### config.mk
export PLATFORM = sky130hd
export DESIGN_NAME = per_source_sequence_filter
export DESIGN_NICKNAME = d
export VERILOG_FILES = /design/src/sv/psf_pkg.sv /design/src/sv/psf_ram.sv /design/src/sv/psf_ctrl.sv /design/src/sv/per_source_sequence_filter.sv
export SDC_FILE = /design/constraint.sdc
export NUM_CORES = 2
export LEC_CHECK = 0
export BUFFER_PORTS_ARGS = -buffer_cell sky130_fd_sc_hd__buf_2
export CELL_PAD_IN_SITES_DETAIL_PLACEMENT = 1
export CELL_PAD_IN_SITES_GLOBAL_PLACEMENT = 1
export CORE_ASPECT_RATIO = 0.6
export CORE_MARGIN = 2
export CORE_UTILIZATION = 28
export CTS_CLUSTER_DIAMETER = 80
export DETAILED_ROUTE_END_ITERATION = 12
export PLACE_DENSITY_LB_ADDON = 0.1
export SLEW_MARGIN = 20
export SYNTH_ARGS = -nofsm -noshare
export SYNTH_HDL_FRONTEND = slang
export SYNTH_HIERARCHICAL = 1
export SYNTH_SLANG_ARGS = --single-unit
### constraint.sdc
create_clock -name i_clk -period 9.7 [get_ports i_clk]
set_clock_uncertainty 0.2 [all_clocks]
set_input_delay 1.94 -clock i_clk [delete_from_list [all_inputs] [get_ports i_clk]]
set_output_delay 1.94 -clock i_clk [all_outputs]
set_load 0.005 [all_outputs]
### src/sv/psf_pkg.sv
// Shared types and constants for the per-source sequence filter.
// Used by psf_ctrl and per_source_sequence_filter; no dependencies.

package psf_pkg;

    localparam int SRC_W     = 16;
    localparam int SEQ_W     = 16;
    localparam int CFG_IDX_W = 8;
    localparam int CFG_DAT_W = 16;
    localparam int IN_DAT_W  = 32;
    localparam int OUT_DAT_W = 8;

    // Configuration register indexes.
    localparam logic [CFG_IDX_W-1:0] REG_WRAP_HIGH = 8'd0;
    localparam logic [CFG_IDX_W-1:0] REG_WRAP_LOW  = 8'd1;

    localparam logic [SEQ_W-1:0] WRAP_HIGH_RST = 16'd61440;
    localparam logic [SEQ_W-1:0] WRAP_LOW_RST  = 16'd4096;

    // One table entry as stored in the RAM word.
    typedef struct packed {
        logic [SEQ_W-1:0] seq;
        logic [SRC_W-1:0] src;
    } t_entry;

    localparam int ENTRY_W = $bits(t_entry);

    typedef struct packed {
        logic [SEQ_W-1:0] high;
        logic [SEQ_W-1:0] low;
    } t_thresh;

    typedef struct packed {
        logic table_full;
        logic accept;
    } t_result;

endpackage

### src/sv/psf_ram.sv
// Generic single-write, single-read RAM with registered read data.
// No dependencies.

module psf_ram #(
    parameter int WIDTH = 32,
    parameter int DEPTH = 64,
    localparam int AW = (DEPTH > 1) ? $clog2(DEPTH) : 1
) (
    input  logic             i_clk,
    input  logic             i_we,
    input  logic [AW-1:0]    i_waddr,
    input  logic [WIDTH-1:0] i_wdata,
    input  logic             i_re,
    input  logic [AW-1:0]    i_raddr,
    output logic [WIDTH-1:0] o_rdata
);

    logic [WIDTH-1:0] r_mem [DEPTH];
    logic [WIDTH-1:0] r_rdata;

    always_ff @(posedge i_clk) begin
        if (i_we) begin
            r_mem[i_waddr] <= i_wdata;
        end
        if (i_re) begin
            r_rdata <= r_mem[i_raddr];
        end
    end

    assign o_rdata = r_rdata;

endmodule

### src/sv/psf_ctrl.sv
// Search-and-update sequencer: scans the source table one entry per cycle
// through a shared compare unit. Depends on psf_pkg and psf_ram.

module psf_ctrl #(
    parameter int TABLE_DEPTH = 64
) (
    input  logic               i_clk,
    input  logic               i_rst_n,
    input  logic               i_in_valid,
    output logic               o_in_ready,
    input  logic [15:0]        i_src,
    input  logic [15:0]        i_seq,
    input  psf_pkg::t_thresh   i_thresh,
    output logic               o_res_valid,
    input  logic               i_res_ready,
    output psf_pkg::t_result   o_res
);

    import psf_pkg::*;

    localparam int IDX_W = (TABLE_DEPTH > 1) ? $clog2(TABLE_DEPTH) : 1;
    localparam int CNT_W = $clog2(TABLE_DEPTH + 1);

    typedef enum logic [2:0] {
        ST_IDLE = 3'b001,
        ST_SCAN = 3'b010,
        ST_DONE = 3'b100
    } t_state;

    t_state              r_state, n_state;
    logic [SRC_W-1:0]    r_src, n_src;
    logic [SEQ_W-1:0]    r_seq, n_seq;
    logic [CNT_W-1:0]    r_issue, n_issue;
    logic [CNT_W-1:0]    r_count, n_count;
    logic                r_pend, n_pend;
    logic [IDX_W-1:0]    r_pend_idx, n_pend_idx;
    t_result             r_res, n_res;

    logic                issuing;
    logic                hit;
    logic                fresher;
    logic                we;
    logic [IDX_W-1:0]    waddr;
    t_entry              wdata;
    t_entry              rd_entry;
    logic [ENTRY_W-1:0]  rd_word;

    psf_ram #(
        .WIDTH (ENTRY_W),
        .DEPTH (TABLE_DEPTH)
    ) u_table (
        .i_clk   (i_clk),
        .i_we    (we),
        .i_waddr (waddr),
        .i_wdata (wdata),
        .i_re    (issuing),
        .i_raddr (r_issue[IDX_W-1:0]),
        .o_rdata (rd_word)
    );

    assign rd_entry = t_entry'(rd_word);

    // A read is issued every cycle while unsearched entries remain; the
    // compare works on the entry read in the previous cycle.
    assign issuing = (r_state == ST_SCAN) && (r_issue < r_count);
    assign hit     = r_pend && (rd_entry.src == r_src);
    assign fresher = (r_seq > rd_entry.seq) ||
                     ((rd_entry.seq > i_thresh.high) && (r_seq < i_thresh.low));

    always_comb begin
        n_state    = r_state;
        n_src      = r_src;
        n_seq      = r_seq;
        n_issue    = r_issue;
        n_count    = r_count;
        n_pend     = 1'b0;
        n_pend_idx = r_pend_idx;
        n_res      = r_res;
        we         = 1'b0;
        waddr      = r_pend_idx;
        wdata      = '{seq: r_seq, src: r_src};
        case (r_state)
            ST_IDLE: begin
                if (i_in_valid) begin
                    n_src   = i_src;
                    n_seq   = i_seq;
                    n_issue = '0;
                    n_state = ST_SCAN;
                end
            end
            ST_SCAN: begin
                n_pend     = issuing;
                n_pend_idx = r_issue[IDX_W-1:0];
                if (issuing) begin
                    n_issue = r_issue + 1'b1;
                end
                if (hit) begin
                    we      = fresher;
                    waddr   = r_pend_idx;
                    n_res   = '{table_full: 1'b0, accept: fresher};
                    n_pend  = 1'b0;
                    n_state = ST_DONE;
                end else if (!issuing) begin
                    // Whole table searched without a match: new source.
                    if (r_count < CNT_W'(TABLE_DEPTH)) begin
                        we      = 1'b1;
                        waddr   = r_count[IDX_W-1:0];
                        n_count = r_count + 1'b1;
                        n_res   = '{table_full: 1'b0, accept: 1'b1};
                    end else begin
                        n_res   = '{table_full: 1'b1, accept: 1'b1};
                    end
                    n_state = ST_DONE;
                end
            end
            ST_DONE: begin
                if (i_res_ready) begin
                    n_state = ST_IDLE;
                end
            end
            default: begin
                n_state = ST_IDLE;
            end
        endcase
    end

    always_ff @(posedge i_clk) begin
        if (!i_rst_n) begin
            r_state <= ST_IDLE;
            r_count <= '0;
            r_pend  <= 1'b0;
        end else begin
            r_state <= n_state;
            r_count <= n_count;
            r_pend  <= n_pend;
        end
        r_src      <= n_src;
        r_seq      <= n_seq;
        r_issue    <= n_issue;
        r_pend_idx <= n_pend_idx;
        r_res      <= n_res;
    end

    assign o_in_ready  = (r_state == ST_IDLE);
    assign o_res_valid = (r_state == ST_DONE);
    assign o_res       = r_res;

endmodule

### src/sv/per_source_sequence_filter.sv
// Top level of the per-source sequence filter: configuration registers,
// output register and the search sequencer. Depends on psf_pkg, psf_ctrl.
//
//  Channel   Direction  Ports                          Contents
//  s         in         i_s_tvalid/o_s_tready/i_s_tdata  source_addr, seq_value
//  m         out        o_m_tvalid/i_m_tready/o_m_tdata  accept, table_full
//  cfg       in         i_cfg_valid/o_cfg_ready          register index and data
//
// With n entries in the table, a new source is compared against all n entries
// before its result goes to the output register, and a match at entry j ends
// the search there. The table RAM reads one entry per cycle into one shared
// compare unit, and the input is ready again once the sequencer is idle.
// Reset clears the entry count and output valid and loads default thresholds;
// the table RAM needs no clearing. The input is taken again once the result has
// left the sequencer, even if the output register still waits for i_m_tready.

module per_source_sequence_filter #(
    parameter int TABLE_DEPTH = 64
) (
    input  logic                          i_clk,
    input  logic                          i_rst_n,
    input  logic                          i_s_tvalid,
    output logic                          o_s_tready,
    input  logic [psf_pkg::IN_DAT_W-1:0]  i_s_tdata,   // [15:0] source_addr, [31:16] seq_value
    output logic                          o_m_tvalid,
    input  logic                          i_m_tready,
    output logic [psf_pkg::OUT_DAT_W-1:0] o_m_tdata,   // [0] accept, [1] table_full, [7:2] zero
    input  logic                          i_cfg_valid,
    output logic                          o_cfg_ready,
    input  logic [psf_pkg::CFG_IDX_W-1:0] i_cfg_index,
    input  logic [psf_pkg::CFG_DAT_W-1:0] i_cfg_data
);

    import psf_pkg::*;

    t_thresh r_thresh;
    logic    r_m_valid;
    t_result r_m_res;
    logic    out_free;
    logic    res_valid;
    t_result res;

    always_ff @(posedge i_clk) begin
        if (!i_rst_n) begin
            r_thresh.high <= WRAP_HIGH_RST;
            r_thresh.low  <= WRAP_LOW_RST;
        end else if (i_cfg_valid) begin
            if (i_cfg_index == REG_WRAP_HIGH) begin
                r_thresh.high <= i_cfg_data;
            end else if (i_cfg_index == REG_WRAP_LOW) begin
                r_thresh.low <= i_cfg_data;
            end
        end
    end

    assign o_cfg_ready = 1'b1;

    psf_ctrl #(
        .TABLE_DEPTH (TABLE_DEPTH)
    ) u_ctrl (
        .i_clk       (i_clk),
        .i_rst_n     (i_rst_n),
        .i_in_valid  (i_s_tvalid),
        .o_in_ready  (o_s_tready),
        .i_src       (i_s_tdata[15:0]),
        .i_seq       (i_s_tdata[31:16]),
        .i_thresh    (r_thresh),
        .o_res_valid (res_valid),
        .i_res_ready (out_free),
        .o_res       (res)
    );

    assign out_free = !r_m_valid || i_m_tready;

    always_ff @(posedge i_clk) begin
        if (!i_rst_n) begin
            r_m_valid <= 1'b0;
        end else if (out_free) begin
            r_m_valid <= res_valid;
        end
        if (out_free && res_valid) begin
            r_m_res <= res;
        end
    end

    assign o_m_tvalid = r_m_valid;
    assign o_m_tdata  = {6'b0, r_m_res.table_full, r_m_res.accept};

endmodule
==> out/qor.csv <==
stage;metric;value;unit
outcome;outcome;completed;
clocking;cts_setup_buffers;0;
clocking;cts_tree;done;
sta;finalSetupViolCount;0;
setup_path;worstSetupPathType;flop to flop;
die;core;298000;sq um
finish;stdcell_area;96900;sq um
routing;num_vias;40900;
pwr;p_switching;4.59;mW
placement;io_buffers;64;
sta;hold_ws;263;ps
placement;dp_worst_setup_slack;2940;ps
clocking;cts-root-buf;clkbuf_16;
logic_synthesis;syn-cell-area;84000;sq um
finish;drive_gt1_frac;0.270;
pwr;ir_worst_vdd;0.000124;V
finish;syn_to_final_growth;15.4;%
pwr;clkPwrFrac;0.413;
clocking;htreeDepth;4;
die;die_x;711;um
sta;rsz0062_at_grt;false;
global_routing;grt_start_max_net_pins;97;
global_routing;grt_first_pass_wirelength;374000;um
global_routing;gr-total-overflow;0;
hold_path;hold_path_class;flop to flop;
logic_synthesis;ys_ff_latch;2173;
routing;ant_nets;0;
logic_synthesis;netlist_top_cells_count;edfxtp_1 (2129), mux4_2 (544), nor2_1 (154);
placement;placed_area;90200;sq um
finish;fin_util;0.325;
routing;drc_errors;0;
setup_path;start_kind;flop;
sta;timing_hold_violations_final;0;
logic_synthesis;async_flop_share;0;
logic_synthesis;synth-seq-area-share;0.772;
clocking;cts-resized-gates;0;
routing;routed_wl;274000;um
pwr;switching_share;0.231;
clocking;cts_buffers;220;
global_routing;track_usage;0.177;
finish;stdcell_count;8277;
sta;min_period_over_period;0.690;
die;std_cell_rows;155;
logic_synthesis;yosysTopAreaCell;edfxtp_1;
routing;wire_per_inst;33.1;um
pwr;powerDensity;205;nW/um^2
routing;avgViaCountPerCell;4.94;
clocking;clock_latency;890;ps
routing;drt_iter0_markers;4581;
die;num_io_pins;72;
logic_synthesis;ys_warn_count;6;
clocking;hold_buffers;0;
finish;layout.area.seq;64800;sq um
die;die_area;304000;sq um
sta;fmax;149;MHz
die;initial_utilization;0.282;
finish;fillerInstances;29300;
run;drv_cap;0;
clocking;cts.path.max_buffers;4;
setup_path;path_max_fanout;36;
logic_synthesis;synth_cell_types;64;
clocking;path_clk_slew;70;ps
sta;relSlewSlack;0.221;
logic_synthesis;syn-instance-count;3830;
setup_path;critPathArrivalTime;7010;ps
sta;setup_ws;3010;ps
placement;place_inst;7874;
finish;nets;4213;
logic_synthesis;synth_edf_count;2129;
placement;gp_congestion;0.766;
routing;drtPass1Iterations;5;
pwr;combPwrFrac;0.065;
pwr;p_int;15.3;mW
global_routing;grt_pass1_vias;41400;
global_routing;antenna_found_initial;37;
setup_path;critPathRequiredTime;10020;ps
logic_synthesis;syn_area_per_cell;21.9;sq um
die;die_h;428;um
finish;multi_input_area;18400;sq um
logic_synthesis;synthTopCellsByArea;edfxtp_1 (76%), mux4_2 (15%), mux2i_1 (1.5%);
logic_synthesis;synth-main-ff-cell;edfxtp_1;
pwr;power;19.9;mW
sta;slew_viol_final;0;
placement;hpwlAfterDp;169000;um
sta;tightestPinTransition;1160;ps
setup_path;cp-end-kind;flop;
pwr;leakage;29.6;nW
clocking;cts_sinks;2173;
sta;fin_tns_setup;0;ps
pwr;seq_power_share;0.522;
logic_synthesis;synth_top_area_share;0.761;
sta;period_needed;6690;ps
logic_synthesis;yosysMostFrequentCell;edfxtp_1;
critical path, cell delays in order (launching register included):
cell	delay (ps)
edfxtp_1	370
buf_4	290
ha_1	350
nand2_1	90
nor2_1	210
a21oi_4	70
buf_4	340
or3_4	520
or2_1	410
o21ai_0	960
nand3b_1	920
nor2_4	1050
buf_4	470
power groups by stage:
| stage | sequential, mW | combinational (mW) | clock, mW |
|---|---|---|---|
| after CTS | 10.4 | 1.32 | 8.50 |
| after floorplan | 10.7 | 0.629 | 0 |
| final | 10.4 | 1.29 | 8.22 |
| after global routing | 10.4 | 1.38 | 8.83 |
| after global placement | 10.6 | 1.32 | 0 |
| after detailed placement | 10.6 | 1.32 | 0 |
logic make-up (layout without fill, tap and decap cells):
logic type / count (synthesis) / in the layout / share of synthesized area
buffers and inverters: 269 / 695 / 0.0150
flip-flops: 2173 / 2173 / 0.772
AO/OA/AOI/OAI: 282 / 282 / 0.0220
other: 2 / 20 / 0.0000894
multiplexers: 667 / 667 / 0.161
adder cells (fa/ha/maj): 55 / 55 / 0.00820
XOR/XNOR: 21 / 21 / 0.00219
AND/OR/NAND/NOR: 361 / 361 / 0.0201
metal layers:
layer | up-vias | track usage | wire length [um]
met2 | 1098 | 0.235 | 108000
met5 | - | 0 | 22
li1 | 16600 | - | -
met1 | 22900 | 0.288 | 142000
met4 | 4 | 0.0328 | 5000
met3 | 284 | 0.0444 | 19100
placed cells by master (no fill, tap or decap), types with 53 or more instances in the layout:
cell	synthesis	final
edfxtp_1	2129	2129
mux4_2	544	544
clkbuf_16	0	221
buf_4	32	171
mux2i_1	122	122
nor2_1	154	92
nand2_1	88	87
a21oi_1	86	86
o22ai_1	84	84
inv_1	65	64
buf_2	61	64
nor2_4	0	62
clkbuf_1	83	56
ha_1	55	55
clkinv_1	0	53
registers in the layout (all words and copies together) (netlist names):
name,count
o_m_tdata,2
o_m_tvalid,1
r_thresh,32
u_ctrl/o_res,2
u_ctrl/r_count,7
u_ctrl/r_issue,7
u_ctrl/r_pend,1
u_ctrl/r_pend_idx,6
u_ctrl/r_seq,16
u_ctrl/r_src,16
u_ctrl/r_state,3
u_ctrl/u_table/o_rdata,32
u_ctrl/u_table/r_mem,2048
final timing paths:
path | from | end | slack, ps | depth (start not counted)
setup / recovery | u_ctrl/r_issue[5]$_SDFFCE_PN0P_ | u_ctrl/u_table/r_mem[42][5]$_DFFE_PP_ | 3010 | 12
hold / removal | r_thresh[19]$_SDFFE_PN0P_ | r_thresh[19]$_SDFFE_PN0P_ | 260 | 2
setup reg to reg | u_ctrl/r_issue[5]$_SDFFCE_PN0P_ | u_ctrl/u_table/r_mem[42][5]$_DFFE_PP_ | 3010 | 12
hold reg to reg | r_thresh[19]$_SDFFE_PN0P_ | r_thresh[19]$_SDFFE_PN0P_ | 260 | 2
final cells by class:
cell class                      instances  area share
Antenna cell                           13    0.000336
Multi-Input combinational cell       1393       0.190
Tap cell                             4003      0.0517
Timing Repair Buffer                  244      0.0185
Clock inverter                        107     0.00897
Sequential cell                      2173       0.669
Inverter                               65     0.00252
Clock buffer                          279      0.0595
No activity file was read; power rests on OpenSTA's default activity.
